==> config.mk <==
export PLATFORM = sky130hd
export DESIGN_NAME = srcl_ram
export DESIGN_NICKNAME = d
export VERILOG_FILES = /design/src/sv/srcl_ram.sv
export SDC_FILE = /design/constraint.sdc
export NUM_CORES = 1
export LEC_CHECK = 0
export ABC_CLOCK_PERIOD_IN_PS = 2220
export BUFFER_PORTS_ARGS = -buffer_cell sky130_fd_sc_hd__buf_2
export CAP_MARGIN = 20
export CORE_MARGIN = 5
export CORE_UTILIZATION = 24
export DETAILED_ROUTE_END_ITERATION = 10
export PLACE_DENSITY = 0.41
export SETUP_SLACK_MARGIN = 0.1
export SYNTH_ARGS = -nofsm -noshare
export SYNTH_HDL_FRONTEND = slang
export SYNTH_SLANG_ARGS = --single-unit
export TNS_END_PERCENT = 30
==> constraint.sdc <==
create_clock -name clk -period 2.22 [get_ports clk]
set_input_delay 0.444 -clock clk [delete_from_list [all_inputs] [get_ports clk]]
set_output_delay 0.444 -clock clk [all_outputs]
set_load 0.02 [all_outputs]
==> src/sv/srcl_ram.sv <==
`timescale 1ns / 1ps
`default_nettype none

module srcl_ram #(
    parameter int WIDTH = 8,
    parameter int DEPTH = 8,
    parameter int AW    = (DEPTH > 1) ? $clog2(DEPTH) : 1
) (
    input  wire logic             clk,
    input  wire logic             we,
    input  wire logic [AW-1:0]    waddr,
    input  wire logic [WIDTH-1:0] wdata,
    input  wire logic             re,
    input  wire logic [AW-1:0]    raddr,
    output logic      [WIDTH-1:0] rdata
);

    logic [WIDTH-1:0] mem [DEPTH];

    // read returns the old contents on a same-address write
    always_ff @(posedge clk)
    begin
        if (we)
        begin
            mem[waddr] <= wdata;
        end
        if (re)
        begin
            rdata <= mem[raddr];
        end
    end

endmodule

`default_nettype wire

==> flow_metrics.env <==
export IMPL_status="finished, final reports clean"
export IMPL_cp_data_required_time_ns=2.29
export IMPL_grt_pass1_vias=1283
export IMPL_dp_cells=285
export IMPL_wl_met2_um=2799
export IMPL_routed_wl_met3_um=189
export IMPL_top_layer="met4"
export IMPL_antenna_cells=0
export IMPL_numPortBuffers=24
export IMPL_cts_root_buf="clkbuf_16"
export IMPL_ys_types=13
export IMPL_drive_gt1_frac=0.3418
export IMPL_post_drt_wl_per_cell_um=16.68
export IMPL_p_total_mw=3.061
export IMPL_cts_buffers=9
export IMPL_hold_buffers=0
export IMPL_synth_common_cells="edfxtp_1 (72), mux4_1 (15), mux2_2 (8)"
export IMPL_ys_ff_latch=72
export IMPL_cts_setup_buffers=0
export IMPL_synth_top_cell_area_share=0.7801
export IMPL_cts_tree="yes"
export IMPL_power_density_nw_per_um2=903.8
export IMPL_pre_cts_ws_ns=0.4007
export IMPL_critPathKind="primary input to register"
export IMPL_clockBufferDepth=2
export IMPL_cts_htree_levels=3
export IMPL_dr_first_iter_drc_count=85
export IMPL_synth_cells=114
export IMPL_grt_max_degree=17
export IMPL_ant_nets=0
export IMPL_vias=1221
export IMPL_synth_edf_count=72
export IMPL_fillers=1099
export IMPL_cp_arrival_ns=1.54
export IMPL_grt_use_total=0.07670
export IMPL_vias_per_cell=4.056
export IMPL_ys_async_sr_fraction=0
export IMPL_setup_slack_ns=0.7491
export IMPL_hold_slack_ns=0.3930
export IMPL_core_rowCount=39
export IMPL_firstDrtPassIters=5
export IMPL_syn_nets=131
export IMPL_period_minus_slack_ns=1.471
export IMPL_final_nets=170
export IMPL_timing_fmax_mhz=679.9
export IMPL_die_x_um=117.5
export IMPL_synth_area_leaders="edfxtp_1 (78%), mux4_1 (14%), mux2_2 (3.3%)"
export IMPL_die_area_um2=13800
export IMPL_avgSynthCellArea_um2=24.31
export IMPL_setup_viol=0
export IMPL_grt_pass1_wl_um=7596
export IMPL_hold_path_class="primary input to register"
export IMPL_timing_setup_tns_ns=0
export IMPL_antenna_found_initial=0
export IMPL_start_util=0.2438
export IMPL_worst_pin_slew_ns=0.3285
export IMPL_static_leakage_power_nw=1.162
export IMPL_postCtsResizedCells=0
export IMPL_seq_area_um2=2162
export IMPL_synth_most_common_cell="edfxtp_1"
export IMPL_gp_congestion=0.6283
export IMPL_synth_area_um2=2771
export IMPL_finalHoldViolCount=0
export IMPL_met1_length_um=1924
export IMPL_cts_sinks=72
export IMPL_fin_cells=301
export IMPL_die_h_um=117.5
export IMPL_multiInputGateArea_um2=565.5
export IMPL_synthFlopType="edfxtp_1"
export IMPL_relSlewSlack=0.7810
export IMPL_yosysTopAreaCell="edfxtp_1"
export IMPL_end_kind="register"
export IMPL_core_um2=11370
export IMPL_placed_cell_area_um2=3107
export IMPL_final_cell_area_um2=3387
export IMPL_post_route_util=0.2979
export IMPL_yosysSeqAreaShare=0.7801
export IMPL_maxCapViolCount=0
export IMPL_finalMaxSlewViolations=0
export IMPL_area_growth_synth_to_final_pct=22.21
export IMPL_path_clk_slew_ns=0.05
export IMPL_finClkSkew_ns=0.004052
export IMPL_drt_wl_total_um=5021
export IMPL_overflow=0
export IMPL_yosys_warnings=0
export IMPL_ios=25
export IMPL_ir_worst_vdd_mv=0.4116
export IMPL_post_route_period_util=0.6626
export IMPL_post_route_drc_count=0
export IMPL_crit_path_max_fanout=16
export IMPL_rsz0062_at_grt="false"
export IMPL_start_kind="primary input"
export IMPL_clkLatencyLatePin_ns=0.32
## power breakdown
group | total, mW | switching, mW | internal (mW)
logic | 0.160 | 0.0855 | 0.0747
registers | 1.56 | 0.0103 | 1.55
clock network | 1.34 | 0.479 | 0.857
total | 3.06 | 0.575 | 2.49
## critical path: stages
cell	delay, ns
buf_2	0.10
buf_12	0.16
mux4_1	0.54
mux2_2	0.28
## final timing paths
| path | startpoint | end | slack, ns | depth (start not counted) |
|---|---|---|---|---|
| max | raddr[0] | rdata[3] | 0.75 | 4 |
| min reg2reg | mem[0][1] | rdata[1] | 0.74 | 2 |
| min | wdata[7] | mem[7][7] | 0.39 | 1 |
| max reg2reg | mem[1][3] | rdata[3] | 0.85 | 2 |
## area by class of cell
type,instances,area share
clock buffers,11,0.06871
well taps,143,0.05283
repair buffers,33,0.05911
multi-input cells,37,0.1670
flip-flops and latches,72,0.6383
clock inverters,5,0.01404
## cells by family after synthesis
logic type,synth area share
flip-flops,0.7801
multiplexers,0.1828
buffers and inverters,0.01580
AND/OR/NAND/NOR,0.02122
## sequential cells by signal (all words and copies together), names as in the netlist
name / cells
mem: 64
rdata: 8
## cells in the final DEF (no fill, tap or decap), drive strengths merged
| master | instances |
|---|---|
| edfxtp | 72 |
| buf | 33 |
| mux4 | 16 |
| clkbuf | 11 |
| mux2 | 8 |
| nor2 | 6 |
| clkinv | 4 |
| nand2b | 3 |
| nand2 | 2 |
| nor3 | 2 |
| bufinv | 1 |
## layer usage
metal / GRT usage / vias to the layer above
met4: 0.03871 / 0
li1: - / 569
met1: 0.08087 / 621
met5: 0 / -
met2: 0.1361 / 23
met3: 0.02499 / 8
Power figures use the tool's default switching activity.
