## config.mk

```make
export PLATFORM = sky130hd
export DESIGN_NAME = srcl_cfg_flat
export DESIGN_NICKNAME = d
export VERILOG_FILES = /design/src/sv/srcl_pkg.sv /design/src/sv/srcl_if.sv /design/src/sv/srcl_cfg.sv /design/src/flat_wrapper.sv
export SDC_FILE = /design/constraint.sdc
export NUM_CORES = 1
export LEC_CHECK = 0
export BUFFER_PORTS_ARGS = -buffer_cell sky130_fd_sc_hd__buf_2
export CORE_ASPECT_RATIO = 0.6
export CORE_UTILIZATION = 35
export CTS_CLUSTER_DIAMETER = 40
export DETAILED_ROUTE_END_ITERATION = 16
export PLACE_DENSITY = 0.67
export SYNTH_ARGS = -nofsm -noshare
export SYNTH_HDL_FRONTEND = slang
export SYNTH_SLANG_ARGS = --single-unit
```

## constraint.sdc

```tcl
create_clock -name clk -period 1.2 [get_ports clk]
set_clock_uncertainty 0.2 [all_clocks]
set_input_delay 0.18 -clock clk [delete_from_list [all_inputs] [get_ports clk]]
set_output_delay 0.18 -clock clk [all_outputs]
set_load 0.02 [all_outputs]
```

## src/sv/srcl_pkg.sv

```systemverilog
`timescale 1ns / 1ps
`default_nettype none

package srcl_pkg;

    localparam int CHANNEL_COUNT_DEF = 8;

    // item and result field widths
    localparam int OP_W   = 1;
    localparam int ADC_W  = 12;
    localparam int IDX_W  = 3;
    localparam int ANG_W  = 8;
    localparam int EV_W   = 2;
    localparam int OCH_W  = 3;
    localparam int MA_W   = 20;
    localparam int PH_W   = 2;

    // per-channel state
    localparam int FRAC_W    = 8;
    localparam int ANGLE_Q_W = ANG_W + FRAC_W;
    localparam int RAMP_W    = 16;
    // averages and samples never exceed 4095 * 65535 < 2**28
    localparam int AVG_W     = MA_W + FRAC_W;
    localparam int CUR_W     = AVG_W;

    // configuration registers
    localparam int SCALE_W = 16;
    localparam int LIMIT_W = 20;
    localparam int STEP_W  = 12;
    localparam int SPC_W   = 8;
    localparam int GRACE_W = 16;
    localparam int ATTEN_W = 8;

    localparam int CFG_IDX_W  = 3;
    localparam int CFG_DATA_W = 20;

    localparam logic [SCALE_W-1:0] SCALE_RST = 16'd256;
    localparam logic [LIMIT_W-1:0] LIMIT_RST = 20'd1000;
    localparam logic [STEP_W-1:0]  STEP_RST  = 12'd256;
    localparam logic [SPC_W-1:0]   SPC_RST   = 8'd16;
    localparam logic [GRACE_W-1:0] GRACE_RST = 16'd200;
    localparam logic [ATTEN_W-1:0] ATTEN_RST = 8'h60;

    // divide by ten: x * ceil(2**32 / 10) >> 32, exact for x < 2**30
    localparam int               DIV10_SHIFT   = 32;
    localparam int               DIV10_RECIP_W = 29;
    localparam logic [DIV10_RECIP_W-1:0] DIV10_RECIP = 29'd429496730;
    localparam int               CUR10_W       = 25;

    // divide by 1000: x * ceil(2**39 / 1000) >> 39, exact for x < 2**32
    localparam int               DIV1000_SHIFT   = 39;
    localparam int               DIV1000_RECIP_W = 30;
    localparam logic [DIV1000_RECIP_W-1:0] DIV1000_RECIP = 30'd549755814;
    localparam int               NUM_W  = AVG_W + 2;
    localparam int               MAG_W  = AVG_W + 1;
    localparam int               QUO_W  = 20;
    localparam logic [NUM_W-1:0] AVG_ROUND = 30'd500;
    localparam logic [NUM_W-1:0] AVG_CEIL  = 30'd999;

    typedef enum logic [CFG_IDX_W-1:0] {
        CFG_CURRENT_SCALE,
        CFG_CURRENT_LIMIT,
        CFG_ANGLE_STEP,
        CFG_SAMPLES_PER_CH,
        CFG_GRACE,
        CFG_ATTEN
    } cfg_idx_t;

    typedef enum logic [OP_W-1:0] {
        OP_SAMPLE,
        OP_TARGET
    } op_t;

    typedef enum logic [EV_W-1:0] {
        EV_NONE,
        EV_DONE,
        EV_OVER
    } event_t;

    typedef enum logic [PH_W-1:0] {
        PH_RAMP,
        PH_STOPPED,
        PH_REACHED
    } phase_t;

    typedef struct packed {
        logic [SCALE_W-1:0] current_scale_q8;
        logic [LIMIT_W-1:0] current_limit_ma;
        logic [STEP_W-1:0]  angle_step_q8;
        logic [SPC_W-1:0]   samples_per_channel;
        logic [GRACE_W-1:0] grace_samples;
        logic [ATTEN_W-1:0] attenuated_channels;
    } cfg_t;

    typedef struct packed {
        logic [ANGLE_Q_W-1:0] angle_q8;
        logic [ANG_W-1:0]     target;
        phase_t               phase;
        logic [RAMP_W-1:0]    ramp_count;
        logic [AVG_W-1:0]     avg_q8;
    } entry_t;

    typedef struct packed {
        op_t              op;
        logic             ch_ok;
        logic [ANG_W-1:0] target_in;
        entry_t           ent;
        logic             neg;
        logic [QUO_W-1:0] quo;
    } step_in_t;

    typedef struct packed {
        entry_t ent;
        event_t ev;
    } step_out_t;

    function automatic logic [ANG_W-1:0] start_angle(input logic [OCH_W-1:0] c);
        logic [ANG_W-1:0] a;
        case (c)
            3'd0:    a = 8'd30;
            3'd1:    a = 8'd150;
            3'd2:    a = 8'd30;
            3'd3:    a = 8'd150;
            3'd4:    a = 8'd40;
            3'd5:    a = 8'd30;
            3'd6:    a = 8'd150;
            default: a = 8'd140;
        endcase
        return a;
    endfunction

    function automatic entry_t reset_entry(input logic [OCH_W-1:0] c);
        entry_t e;
        e.angle_q8   = {start_angle(c), {FRAC_W{1'b0}}};
        e.target     = start_angle(c);
        e.phase      = PH_RAMP;
        e.ramp_count = '0;
        e.avg_q8     = '0;
        return e;
    endfunction

endpackage

`default_nettype wire

```

## src/sv/srcl_if.sv

```systemverilog
`timescale 1ns / 1ps
`default_nettype none


interface srcl_cfg_if;
    import srcl_pkg::*;

    logic                  valid;
    logic                  ready;
    logic [CFG_IDX_W-1:0]  index;
    logic [CFG_DATA_W-1:0] data;

    modport source (output valid, index, data, input ready);
    modport sink   (input valid, index, data, output ready);
endinterface

`default_nettype wire

```

## src/sv/srcl_cfg.sv

```systemverilog
`timescale 1ns / 1ps
`default_nettype none

module srcl_cfg (
    input  wire logic      clk,
    input  wire logic      rst_n,
    srcl_cfg_if.sink       cfg,
    output srcl_pkg::cfg_t regs
);
    import srcl_pkg::*;

    cfg_t regs_reg;
    cfg_t regs_next;

    assign cfg.ready = 1'b1;
    assign regs      = regs_reg;

    always_comb
    begin
        regs_next = regs_reg;
        if (cfg.valid)
        begin
            case (cfg_idx_t'(cfg.index))
                CFG_CURRENT_SCALE:  regs_next.current_scale_q8    = cfg.data[SCALE_W-1:0];
                CFG_CURRENT_LIMIT:  regs_next.current_limit_ma    = cfg.data[LIMIT_W-1:0];
                CFG_ANGLE_STEP:     regs_next.angle_step_q8       = cfg.data[STEP_W-1:0];
                CFG_SAMPLES_PER_CH: regs_next.samples_per_channel = cfg.data[SPC_W-1:0];
                CFG_GRACE:          regs_next.grace_samples       = cfg.data[GRACE_W-1:0];
                CFG_ATTEN:          regs_next.attenuated_channels = cfg.data[ATTEN_W-1:0];
                default:            regs_next = regs_reg;
            endcase
        end
    end

    always_ff @(posedge clk or negedge rst_n)
    begin
        if (!rst_n)
        begin
            regs_reg.current_scale_q8    <= SCALE_RST;
            regs_reg.current_limit_ma    <= LIMIT_RST;
            regs_reg.angle_step_q8       <= STEP_RST;
            regs_reg.samples_per_channel <= SPC_RST;
            regs_reg.grace_samples       <= GRACE_RST;
            regs_reg.attenuated_channels <= ATTEN_RST;
        end
        else
        begin
            regs_reg <= regs_next;
        end
    end

endmodule

`default_nettype wire

```

## src/flat_wrapper.sv

```systemverilog
// flat-port wrapper written by rule: the top's interface ports become plain ports
module srcl_cfg_flat import srcl_pkg::*;
  (clk, rst_n, regs, cfg_valid, cfg_index, cfg_data, cfg_ready);
  srcl_cfg_if cfg_i ();
  input  wire logic clk;
  input  wire logic rst_n;
  output srcl_pkg::cfg_t regs;
  input wire logic [$bits(cfg_i.valid)-1:0] cfg_valid;
  input wire logic [$bits(cfg_i.index)-1:0] cfg_index;
  input wire logic [$bits(cfg_i.data)-1:0] cfg_data;
  output wire logic [$bits(cfg_i.ready)-1:0] cfg_ready;
  assign cfg_i.valid = cfg_valid;
  assign cfg_i.index = cfg_index;
  assign cfg_i.data = cfg_data;
  assign cfg_ready = cfg_i.ready;
  srcl_cfg u_core (.clk(clk), .rst_n(rst_n), .cfg(cfg_i), .regs(regs));
endmodule
```

==> results.toml <==
[run_status]
outcome = "complete, but fails checks"
violations = "setup timing"

[timing]
whs_ns = 0.1786
rsz0062_at_grt = "yes"
setup_viol = 84
slew_viol_final = 0
fin_crit_sh = 1.149
hold_viol_final = 0
setup_ws_ns = -0.1791
fin_crit_ns = 1.379
fmax_mhz = 725.1

[route]
vias = 2184
firstDrtPassIters = 4
drt_drc_violations_left = 0
viasPerCell = 4.569
wirelength_um = 7858
antenna_left = 0
drt_iter0_markers = 88
wl_per_cell_um = 16.44

[critical_path]
crit_chain = "buf_6"
cp.required_ns = 0.82
ff2ff_setup_slack_ns = -0.04
path_max_fanout = 2
cp.depth = 1
crit_type = "flip-flop to output pin"
critical-path-top-delay-family = "flip-flops"
end_kind = "output pin"
crit_path_top_delay_cell = "dfstp_2"
path_buf_inv = 1
cp.arrival_ns = 1.00
reg2reg_from = "u_core.regs[71]$_DFFE_PN0P_"
critPathMaxStageDelay_ns = 0.55
start_kind = "flip-flop"
r2r_cells = 3
timing.rr.end = "u_core.regs[71]$_DFFE_PN0P_"

[power_and_ir_drop]
leakage_nw = 2.622
combPwrFrac = 0.356
p_per_area_mw_per_mm2 = 1915
pwr-share-clk = 0.278
seq_power_share = 0.365
vdd_ir_drop_max_mv = 1.072
switching_share = 0.2818
intPower_w = 0.007534
power_switching_w = 0.002956

[logic_synthesis]
syn_inst = 175
avgSynthCellArea_um2 = 17.51
synthArstFlopShare = 1.000
synth_area_leaders = "dfrtp_1 (54%), mux2_2 (29%), dfstp_2 (12%)"
synth_top_area_cell = "dfrtp_1"
synth.distinct_cells = 11
synth-edff-count = 0
synth_top_area_frac = 0.5390
synth-seq-area-share = 0.6590
synth_commonest_cells = "mux2_2 (78), dfrtp_1 (66), dfstp_2 (14)"
ys_ff_latch = 80
synth-main-ff-cell = "dfrtp_1"
synth_warnings = 0
synth.most_common_cell = "mux2_2"
syn_nets = 201
synth_area_mm2 = 0.003064

[grt]
grt-ovfl-total = 0
grt_max_degree = 43
grt_use_total = 0.1816
grt_pass1_wl_um = 11940
antenna_found_initial = 0
grt_pass1_vias = 2248

[cells_and_area]
syn_to_final_growth_pct = 78.77
stdcell_count = 478
drive_gt1_frac = 0.7541
largest_reg_flops = 80
fin_nets = 387
post-route-util = 0.6452
antenna_cells = 0

[die]
fp.coreArea_mm2 = 0.008491
die_x_um = 122.8
die_height_um = 74.48
start_util = 0.3609
die_area_mm2 = 0.009145
rows = 26
pin_count = 107

[cts]
numCtsBuffers = 9
cts_tree = "built"
clk_latency_ns = 0.33
cts.sinks = 80
ctsLongestPathBuffers = 2
ctsHtreeMaxLevel = 3
path_clk_slew_ns = 0.06
root_buffer = "clkbuf_16"

[placement]
gp_congestion = 0.7148
dp_cells = 399
portBuffers = 105
dp_hpwl_um = 4978

[run]
max_cap_viol_count = 0

[hold_path]
hp-class = "input port to asynchronous set/reset pin"
## power groups by stage
stage | combinational (W) | clock, W | sequential [W]
final | 0.00374 | 0.00292 | 0.00383
after CTS | 0.00360 | 0.00297 | 0.00382
after global routing | 0.00394 | 0.00310 | 0.00390
after global placement | 0.00245 | 0 | 0.00371
after floorplan | 0.000830 | 0 | 0.00447
after detailed placement | 0.00249 | 0 | 0.00373
## tightest hold or removal path, stage by stage
cell,delay [ns]
dlygate4sd3_1,0.54
buf_4,0.14
buf_12,0.22
## worst max path at each step
stage | endpoint | startpoint
detailed placement | u_core.regs[67]$_DFFE_PN0P_ | cfg_index[2]
floorplan | u_core.regs[69]$_DFFE_PN0P_ | cfg_index[0]
finish | regs[49] | u_core.regs[49]$_DFFE_PN1P_
global placement | u_core.regs[67]$_DFFE_PN0P_ | cfg_index[2]
global route | regs[52] | u_core.regs[52]$_DFFE_PN1P_
CTS | regs[15] | u_core.regs[15]$_DFFE_PN1P_
## area by class of cell
cell class	instances	area, um^2
fill	633	3013
multi-input combinational	87	1220
sequential	80	2019
clock buffer	10	239.0
timing repair buffer	183	1777
tap	112	140.1
clock inverter	6	82.58
## placed cells by master (no fill, tap or decap)
cell and instances:
clkbuf_8 1, nand4b_1 2, clkinv_2 3, buf_4 49
nor4b_4 1, dfrtp_1 66, dfstp_2 14, conb_1 1
dlygate4sd3_1 21, bufinv_16 2, mux2_4 63, buf_2 23
clkinvlp_4 1, mux2_2 17, buf_12 8, clkbuf_16 9
buf_6 82, and4bb_2 3
## cells by family after synthesis
family,count (synthesis),synth area share
buffers and inverters,8,0.02001
flip-flops,80,0.6590
AND/OR/NAND/NOR,6,0.02573
multiplexers,80,0.2940
other,1,0.001224
## timing repair
item	4_1_cts	5_1_grt
gates resized for setup	162	8
hold endpoints to repair	160	0
buffers inserted	31	11
pin swaps	1	1
endpoints found under the setup margin	83	83
hold buffers	21	0
## per-layer routing
layer	wire length, um	track usage	share of wire	vias up
met3	648	0.07669	0.082	11
met2	3573	0.2728	0.45	74
met4	96	0.06911	0.012	0
li1	-	-	-	990
met1	3539	0.2347	0.45	1109
met5	0	0	0	-
## through the flow
stage / setup WS [ns] / setup TNS (ns) / total power [W] / area [um^2]
after floorplan: -0.3218 / -12.35 / 0.005297 / 3322
final: -0.1791 / -5.315 / 0.01049 / 5478
after global placement: -0.3172 / -19.98 / 0.006159 / 4098
after global routing: -0.2063 / -7.774 / 0.01094 / 5478
after CTS: -0.1864 / -5.866 / 0.01039 / 5370
after detailed placement: -0.3625 / -21.57 / 0.006217 / 4098
Power figures use the tool's default switching activity.
