===== src/sv/srcl_pkg.sv =====
`timescale 1ns / 1ps
`default_nettype none

package srcl_pkg;

    localparam int CHANNEL_COUNT_DEF = 8;

    // item and result field widths
    localparam int OP_W   = 1;
    localparam int ADC_W  = 12;
    localparam int IDX_W  = 3;
    localparam int ANG_W  = 8;
    localparam int EV_W   = 2;
    localparam int OCH_W  = 3;
    localparam int MA_W   = 20;
    localparam int PH_W   = 2;

    // per-channel state
    localparam int FRAC_W    = 8;
    localparam int ANGLE_Q_W = ANG_W + FRAC_W;
    localparam int RAMP_W    = 16;
    // averages and samples never exceed 4095 * 65535 < 2**28
    localparam int AVG_W     = MA_W + FRAC_W;
    localparam int CUR_W     = AVG_W;

    // configuration registers
    localparam int SCALE_W = 16;
    localparam int LIMIT_W = 20;
    localparam int STEP_W  = 12;
    localparam int SPC_W   = 8;
    localparam int GRACE_W = 16;
    localparam int ATTEN_W = 8;

    localparam int CFG_IDX_W  = 3;
    localparam int CFG_DATA_W = 20;

    localparam logic [SCALE_W-1:0] SCALE_RST = 16'd256;
    localparam logic [LIMIT_W-1:0] LIMIT_RST = 20'd1000;
    localparam logic [STEP_W-1:0]  STEP_RST  = 12'd256;
    localparam logic [SPC_W-1:0]   SPC_RST   = 8'd16;
    localparam logic [GRACE_W-1:0] GRACE_RST = 16'd200;
    localparam logic [ATTEN_W-1:0] ATTEN_RST = 8'h60;

    // divide by ten: x * ceil(2**32 / 10) >> 32, exact for x < 2**30
    localparam int               DIV10_SHIFT   = 32;
    localparam int               DIV10_RECIP_W = 29;
    localparam logic [DIV10_RECIP_W-1:0] DIV10_RECIP = 29'd429496730;
    localparam int               CUR10_W       = 25;

    // divide by 1000: x * ceil(2**39 / 1000) >> 39, exact for x < 2**32
    localparam int               DIV1000_SHIFT   = 39;
    localparam int               DIV1000_RECIP_W = 30;
    localparam logic [DIV1000_RECIP_W-1:0] DIV1000_RECIP = 30'd549755814;
    localparam int               NUM_W  = AVG_W + 2;
    localparam int               MAG_W  = AVG_W + 1;
    localparam int               QUO_W  = 20;
    localparam logic [NUM_W-1:0] AVG_ROUND = 30'd500;
    localparam logic [NUM_W-1:0] AVG_CEIL  = 30'd999;

    typedef enum logic [CFG_IDX_W-1:0] {
        CFG_CURRENT_SCALE,
        CFG_CURRENT_LIMIT,
        CFG_ANGLE_STEP,
        CFG_SAMPLES_PER_CH,
        CFG_GRACE,
        CFG_ATTEN
    } cfg_idx_t;

    typedef enum logic [OP_W-1:0] {
        OP_SAMPLE,
        OP_TARGET
    } op_t;

    typedef enum logic [EV_W-1:0] {
        EV_NONE,
        EV_DONE,
        EV_OVER
    } event_t;

    typedef enum logic [PH_W-1:0] {
        PH_RAMP,
        PH_STOPPED,
        PH_REACHED
    } phase_t;

    typedef struct packed {
        logic [SCALE_W-1:0] current_scale_q8;
        logic [LIMIT_W-1:0] current_limit_ma;
        logic [STEP_W-1:0]  angle_step_q8;
        logic [SPC_W-1:0]   samples_per_channel;
        logic [GRACE_W-1:0] grace_samples;
        logic [ATTEN_W-1:0] attenuated_channels;
    } cfg_t;

    typedef struct packed {
        logic [ANGLE_Q_W-1:0] angle_q8;
        logic [ANG_W-1:0]     target;
        phase_t               phase;
        logic [RAMP_W-1:0]    ramp_count;
        logic [AVG_W-1:0]     avg_q8;
    } entry_t;

    typedef struct packed {
        op_t              op;
        logic             ch_ok;
        logic [ANG_W-1:0] target_in;
        entry_t           ent;
        logic             neg;
        logic [QUO_W-1:0] quo;
    } step_in_t;

    typedef struct packed {
        entry_t ent;
        event_t ev;
    } step_out_t;

    function automatic logic [ANG_W-1:0] start_angle(input logic [OCH_W-1:0] c);
        logic [ANG_W-1:0] a;
        case (c)
            3'd0:    a = 8'd30;
            3'd1:    a = 8'd150;
            3'd2:    a = 8'd30;
            3'd3:    a = 8'd150;
            3'd4:    a = 8'd40;
            3'd5:    a = 8'd30;
            3'd6:    a = 8'd150;
            default: a = 8'd140;
        endcase
        return a;
    endfunction

    function automatic entry_t reset_entry(input logic [OCH_W-1:0] c);
        entry_t e;
        e.angle_q8   = {start_angle(c), {FRAC_W{1'b0}}};
        e.target     = start_angle(c);
        e.phase      = PH_RAMP;
        e.ramp_count = '0;
        e.avg_q8     = '0;
        return e;
    endfunction

endpackage

`default_nettype wire


===== src/sv/srcl_step.sv =====
`timescale 1ns / 1ps
`default_nettype none

module srcl_step (
    input  srcl_pkg::cfg_t      regs,
    input  srcl_pkg::step_in_t  sin,
    output srcl_pkg::step_out_t sout
);
    import srcl_pkg::*;

    logic [AVG_W:0]       avg_sum;
    logic [AVG_W-1:0]     avg_new;
    logic                 over;
    logic [RAMP_W-1:0]    ramp_inc;
    logic [ANGLE_Q_W:0]   angle_up;
    logic [ANGLE_Q_W-1:0] step_q;
    logic                 moving;

    always_comb
    begin
        // quotient carries the sign of (sample + 500 - old), floored
        avg_sum = sin.neg ? ({1'b0, sin.ent.avg_q8} - (AVG_W+1)'(sin.quo))
                          : ({1'b0, sin.ent.avg_q8} + (AVG_W+1)'(sin.quo));
        avg_new = avg_sum[AVG_W-1:0];
        over    = avg_new >= {regs.current_limit_ma, {FRAC_W{1'b0}}};

        ramp_inc = (sin.ent.ramp_count != '1) ? sin.ent.ramp_count + 1'b1
                                              : sin.ent.ramp_count;
        step_q   = ANGLE_Q_W'(regs.angle_step_q8);
        angle_up = {1'b0, sin.ent.angle_q8} + {1'b0, step_q};
        moving   = (!over || (ramp_inc < regs.grace_samples))
                   && (sin.ent.target != sin.ent.angle_q8[ANGLE_Q_W-1:FRAC_W]);

        sout.ent = sin.ent;
        sout.ev  = EV_NONE;

        if (sin.op == OP_TARGET)
        begin
            sout.ent.target = sin.target_in;
            sout.ent.phase  = PH_RAMP;
        end
        else
        begin
            sout.ent.avg_q8 = avg_new;
            case (sin.ent.phase)
                PH_RAMP:
                begin
                    sout.ent.ramp_count = ramp_inc;
                    if (moving)
                    begin
                        if ({sin.ent.target, {FRAC_W{1'b0}}} > sin.ent.angle_q8)
                        begin
                            sout.ent.angle_q8 = angle_up[ANGLE_Q_W] ? '1
                                                : angle_up[ANGLE_Q_W-1:0];
                        end
                        else
                        begin
                            sout.ent.angle_q8 = (sin.ent.angle_q8 > step_q)
                                                ? sin.ent.angle_q8 - step_q : '0;
                        end
                    end
                    else if (over)
                    begin
                        sout.ent.phase = PH_STOPPED;
                    end
                    else
                    begin
                        sout.ent.phase = PH_REACHED;
                        sout.ev        = EV_DONE;
                    end
                end
                PH_STOPPED:
                begin
                    sout.ent.phase = PH_REACHED;
                    sout.ev        = EV_OVER;
                end
                default:
                begin
                    // settled channel: average and ramp count parked at zero
                    sout.ent.ramp_count = '0;
                    sout.ent.avg_q8     = '0;
                end
            endcase
        end

        if (!sin.ch_ok)
        begin
            sout.ev = EV_NONE;
        end
    end

endmodule

`default_nettype wire

===== config.mk =====
export PLATFORM = sky130hd
export DESIGN_NAME = srcl_step
export DESIGN_NICKNAME = d
export VERILOG_FILES = /design/src/sv/srcl_pkg.sv /design/src/sv/srcl_step.sv
export SDC_FILE = /design/constraint.sdc
export NUM_CORES = 1
export LEC_CHECK = 0
export BUFFER_PORTS_ARGS = -buffer_cell sky130_fd_sc_hd__buf_2
export CORE_MARGIN = 3
export CORE_UTILIZATION = 45
export DETAILED_ROUTE_END_ITERATION = 8
export PLACE_DENSITY = 0.77
export SLEW_MARGIN = 20
export SYNTH_ARGS = -nofsm -noshare
export SYNTH_HDL_FRONTEND = slang
export SYNTH_SLANG_ARGS = --single-unit

===== constraint.sdc =====
create_clock -name vclk -period 10.1
set_input_delay 2.02 -clock vclk [all_inputs]
set_output_delay 2.02 -clock vclk [all_outputs]
set_load 0.1 [all_outputs]

==> results of run 1 <==
-- through the flow --
step,setup WS (ns),TNS (ns)
after floorplan,-0.04511,-0.2727
after global placement,0.2195,0
after detailed placement,0.1229,0
after CTS,0.1049,0
after global routing,-0.02418,-0.02418
final,0.3273,0
-- per-layer routing --
layer | global-route usage, % | part of all wire (%)
met5 | 0 | 0.072
met4 | 4.950 | 1.8
met3 | 2.228 | 6.9
met2 | 46.95 | 49
met1 | 30.92 | 42
-- worst min-delay path: stages --
cell	delay [ns]
buf_2	0.12
nor2_1	0.09
a21oi_1	0.07
buf_12	0.16
-- final timing paths --
check,to,depth (start not counted)
worst max-delay path,sout[46],27
worst min-delay path,sout[58],4
-- Yosys cell counts (12+ instances only) --
library cell / number
a21o_1: 37
a21oi_1: 74
a22o_1: 30
a31oi_1: 13
clkbuf_1: 22
ha_1: 96
inv_1: 83
nand2_1: 59
nand3_1: 19
nor2_1: 58
nor2b_1: 13
nor3_1: 12
o21ai_0: 51
o21bai_1: 14
o31ai_1: 14
xnor2_1: 42
xor2_1: 15
-- report_power, final --
part / switching, mW / internal [mW] / leakage (nW)
Sequential: 0 / 0 / 0
Clock: 0 / 0 / 0
Combinational: 0.457 / 0.227 / 3.75
Total: 0.457 / 0.227 / 3.75
-- what timing repair did --
item | in CTS | in global routing
setup endpoints to repair | 0 | 17
hold endpoints to repair | 0 | 0
setup buffers | 0 | 0
gates resized for setup | 0 | 8
-- cells by family after synthesis --
group	after synthesis	share of synthesized area, %
compound gates	297	37.17
simple gates	224	20.51
buf+inv	110	7.887
fa+ha+maj	99	23.05
xor+xnor	57	9.122
mux	11	2.263
-- area by class of cell --
type / count / share of cell area, %
timing repair buffer: 245 / 21.76
inverter: 83 / 4.362
tap: 143 / 2.505
multi-input combinational: 688 / 71.37
==> summary.md, run 1 <==
| Metric | Value |
|---|---|
| Outcome | finished clean |
| DRT antenna net count | 0 |
| Layout cells sized above 1 | 27.85% |
| Count of cell types in the netlist | 67 |
| Top cell type's share of synthesized area | 21.95% |
| PwrDens | 95.87 mW/mm^2 |
| Final worst path period share | 96.76% |
| Placed cell count | 1159 |
| Final instance area | 0.007142 sq mm |
| Required @ worst endpoint | 8.08 ns |
| Aggregate global routing overflow | 0 |
| Die H | 116.3 um |
| Antenna diodes | 0 |
| CP delay by family, top | simple AND/OR/NAND/NOR gates |
| Seq_cells | 0 |
| Initial antenna violation count | 1 |
| # IOs | 253 |
| Final Critical Period | 9.773 ns |
| Vias in the first global route | 6208 |
| Hold Fails Final Rpt | 0 |
| Largest net degree at the start of global routing | 52 |
| Crit Path Max Fanout | 4 |
| First-pass GRT wire length | 28.41 mm |
| Post-synthesis sequential area ratio | 0% |
| GPL Wtd Cong | 0.9252 |
| Clk_buf instances | 0 |
| Final net count | 1298 |
| Slowest stage cell on the critical path | or4_1 |
| Fillers | 1110 |
| Initial Utilization | 46.93% |
| Max stage delay on crit path | 0.49 ns |
| Commonest non-fill, non-tap cell in the layout | buf_2 |
| Hold Slack | 4.495 ns |
| Initial DRC count | 330 |
| Vias after detailed routing | 6634 |
| Peak supply drop | 0.05728 mV |
| Worst Setup End Kind | output port |
| Max Clk Rate | 0.1023 GHz |
| Die X | 116.3 um |
| DP Area | 0.007096 sq mm |
| CP startpoint | sin[3] |
| Die area | 0.01352 sq mm |
| Average size of a mapped cell | 6.858 sq um |
| Number of setup violations in the final report | 0 |
| Initial DRT Pass Iterations | 5 |
| Leakage power | 3.750 nW |
| Final core occ | 61.24% |
| Worst-Margin Slew | 1.016 ns |
| CP Buf/Inv Count | 4 |
| Critical Path Source Type | input pin |
| Sequential Area | 0 sq um |
| Hold Crit Class | input pin to output port |
| Syn nets | 1078 |
| DRC | 0 |
| CP dominant cell by count | a21o_1 |
| Final Max Slew Viols | 0 |
| Row count | 39 |
| Synth-to-layout area growth | 30.50% |
| CTS Hold Bufs | 0 |
| Yosys warnings | 0 |
| Worst Setup Path Type | input pin to output port |
| Hold path start | sin[77] |
| Total power draw | 0.6847 mW |
| Critical path arrival | 7.75 ns |
| Post-Syn Instances | 798 |
| Most frequent cells in the layout | buf_2, ha_1, inv_1 |
| All-Layer GR Usage | 25.00% |
| Area of the multi-input gates | 0.005097 sq mm |
| Mapped Area | 0.005473 sq mm |
| Via density per instance | 5.724 |
| Area contributors post-synth | ha_1, a21oi_1, xnor2_1 |
| Routed WL | 18.17 mm |
| Maxcap violations | 0 |
| Std-Cell Core Area | 0.01166 sq mm |
| Port buffer count | 221 |
| Worst slew margin | 32.29% |
| Yosys top cell by area | ha_1 |
| WL/cell | 15.67 um |
| DP HPWL | 15.20 mm |
| Final cell count without fillers | 1159 |
(Power assumes the default switching activity.)
==> run 2: changes to the inputs <==
ABC_AREA = 1   (was unset)
PLACE_DENSITY = 0.79   (was 0.77)
clock period = 8.3 ns   (was 10.1 ns; I/O delays follow)
==> run 2 against run 1 <==
Effect of this change:
- the flow now finishes with violations (negative setup slack)
- clock-buffer cell count is the same
- synthesized cell count increased by 32%
- power is 48% higher
- sequential share of layout area stayed put
- via count rose by 26%
- wire length increased by 29%
- die area increased by 7.3%
- cell area is 21% higher
- synthesized area rose by 7.7%
- final cell count grew 31%
- combinational power rose by 47%
- largest cell class unchanged
- highest routed layer is now met4
==> summary.md, run 2 <==
| Metric | Value |
|---|---|
| WL/cell | 15.43 um (-1.5%) |
| Post-synthesis sequential area ratio | 0% (unchanged) |
| Worst Setup Path Type | input pin to output port |
| Die area | 0.01450 sq mm (+7.3%) |
| Total power draw | 1.010 mW (+48%) |
| Worst Setup End Kind | output port |
| Layout cells sized above 1 | 33.06% (+5.2 points) |
| Failing checks | negative setup slack |
| Initial Utilization | 46.31% (-0.61 points) |
| CP delay by family, top | simple AND/OR/NAND/NOR gates |
| Final core occ | 68.09% (+6.8 points) |
| Final net count | 1625 (+25%) |
| Final TNS setup | -1.629 ns (-1.629 ns) |
| Vias after detailed routing | 8381 (+26%) |
| Vias in the first global route | 7313 (+18%) |
| Worst slew margin | 36.35% (+4.1 points) |
| Std-Cell Core Area | 0.01272 sq mm (+9.1%) |
| Mapped Area | 0.005892 sq mm (+7.7%) |
| Hold Fails Final Rpt | 0 (unchanged) |
| Required @ worst endpoint | 6.64 ns (-1.44 ns) |
| First-pass GRT wire length | 32.89 mm (+16%) |
| DP Area | 0.007944 sq mm (+12%) |
| Worst-Margin Slew | 0.9547 ns (-0.06090 ns) |
| Commonest cells in the netlist | nand2_1, inv_1, nor2_1 |
| Row count | 41 (+5.1%) |
| Average size of a mapped cell | 5.606 sq um (-18%) |
| Synth-to-layout area growth | 47.02% |
| PwrDens | 116.6 mW/mm^2 (+22%) |
| Aggregate global routing overflow | 0 (unchanged) |
| Most frequent cells in the layout | nand2_1, buf_2, inv_1 |
| Peak supply drop | 0.08659 mV (+51%) |
| Fillers | 1114 (+0.36%) |
| Post-Syn Instances | 1051 (+32%) |
| Hold Crit Class | input pin to output port |
| Most frequent cell after synthesis | nand2_1 |
| Max Clk Rate | 0.1189 GHz |
| DRC | 0 (unchanged) |
| Via density per instance | 5.525 (-3.5%) |
| Area of the multi-input gates | 0.005647 sq mm (+11%) |
| Routed WL | 23.41 mm (+29%) |
| Die H | 120.4 um (+3.6%) |
| Top cell type's share of synthesized area | 20.39% (-1.6 points) |
| DP HPWL | 17.74 mm (+17%) |
| Max stage delay on crit path | 0.39 ns (-0.10 ns) |
| Global routing usage on met3 | 2.245% (+0.017 points) |
| Number of setup violations in the final report | 19 (+19) |
| GPL Wtd Cong | 0.9671 (+4.5%) |
| Sequential Area | 0 sq um (unchanged) |
| RSZ-0062 raised after global routing | yes |
| Top Usage Layer GRT | met2 |
| CP Buf/Inv Count | 9 (+5) |
| Final worst path period share | 101.3% |
| Count of cell types in the netlist | 48 (-28%) |
| Commonest non-fill, non-tap cell in the layout | nand2_1 |
| Final instance area | 0.008662 sq mm (+21%) |
| Largest net degree at the start of global routing | 49 (-5.8%) |
| Hold Slack | 3.734 ns (-0.7603 ns) |
| Yosys warnings | 0 (unchanged) |
| # IOs | 253 (unchanged) |
| Crit Path Max Fanout | 11 (+7) |
| Initial antenna violation count | 2 (+1) |
| Critical Path Source Type | input pin |
| Clk_buf instances | 0 (unchanged) |
| DRT antenna net count | 0 (unchanged) |
| Initial DRT Pass Iterations | 8 (+3) |
| Placed cell count | 1492 (+29%) |
| Final cell count without fillers | 1517 (+31%) |
| Post-route setup slack | -0.1074 ns (-0.4347 ns) |
| Syn nets | 1331 (+23%) |
| Met2 Track Usage GR | 49.98% (+3.0 points) |
| Slowest stage cell on the critical path | ha_2 |
| Area contributors post-synth | ha_1, nand2_1, inv_1 |
| Maxcap violations | 0 (unchanged) |
| All-Layer GR Usage | 26.61% (+1.6 points) |
| Met1 Resource Use GR | 32.46% (+1.5 points) |
| Critical path arrival | 6.75 ns (-1.00 ns) |
| Outcome | finished, violations left |
| Final Max Slew Viols | 0 (unchanged) |
| Leakage power | 4.825 nW (+29%) |
| Die X | 120.4 um (+3.6%) |
| Yosys top cell by area | ha_1 |
| Seq_cells | 0 (unchanged) |
| Pre-CTS setup slack | -0.3534 ns (-0.4763 ns) |
| Initial DRC count | 636 (+93%) |
| Final Critical Period | 8.407 ns |
| Port buffer count | 221 (unchanged) |
-- run 2: changes by cell type in the layout (fill, tap and decap cells not counted), moves of 12 or more --
| cell | before | now |
|---|---|---|
| a21o_1 | 37 | 4 |
| a21oi_2 | 4 | 20 |
| a22o_1 | 30 | 13 |
| buf_4 | 23 | 86 |
| inv_1 | 83 | 158 |
| inv_2 | 0 | 17 |
| nand2_1 | 59 | 244 |
| nand2_2 | 0 | 20 |
| nand3_1 | 19 | 31 |
| nor2_1 | 58 | 90 |
| nor2b_1 | 13 | 1 |
| o31ai_1 | 14 | 0 |
| xnor2_1 | 42 | 14 |
| xor2_1 | 15 | 49 |
-- run 2: routing by layer --
metal,up-vias,routed length [um],share of wire [%]
met2,495,11570,49
met3,102,1882,8.0
met1,3733,8927,38
met5,-,0,0
li1,4051,-,-
met4,0,1032,4.4
-- run 2: cell families after synthesis --
| group | Yosys count | share of synthesized area [%] |
|---|---|---|
| buffers and inverters | 198 | 12.89 |
| AND/OR/NAND/NOR | 466 | 33.53 |
| AO/OA/AOI/OAI | 220 | 22.06 |
| XOR/XNOR | 68 | 10.11 |
| adder cells (fa/ha/maj) | 99 | 21.41 |
-- run 2: layout make-up --
class	count	area share, %
Multi-Input combinational cell	853	65.19
Timing Repair Buffer	312	24.53
Inverter	178	7.742
Tap cell	172	2.484
Antenna cell	2	0.05778
-- run 2: path summary, 6_finish.rpt --
check,start,end,cells past startpoint,slack (ns)
worst max-delay path,sin[8],sout[63],35,-0.11
worst min-delay path,sin[99],sout[0],4,3.73
-- run 2: repair_timing --
action / CTS / global route
setup buffers: 2 / 21
hold buffers: 0 / 0
setup endpoints to repair: 19 / 19
pin swaps: 3 / 42
gates resized for setup: 16 / 129
-- run 2: where the power goes --
group	total [mW]	switching, mW	leakage, nW	internal (mW)
logic	1.01	0.673	4.83	0.338
registers	0	0	0	0
clock network	0.0000000322	0	0.0000127	0.0000000322
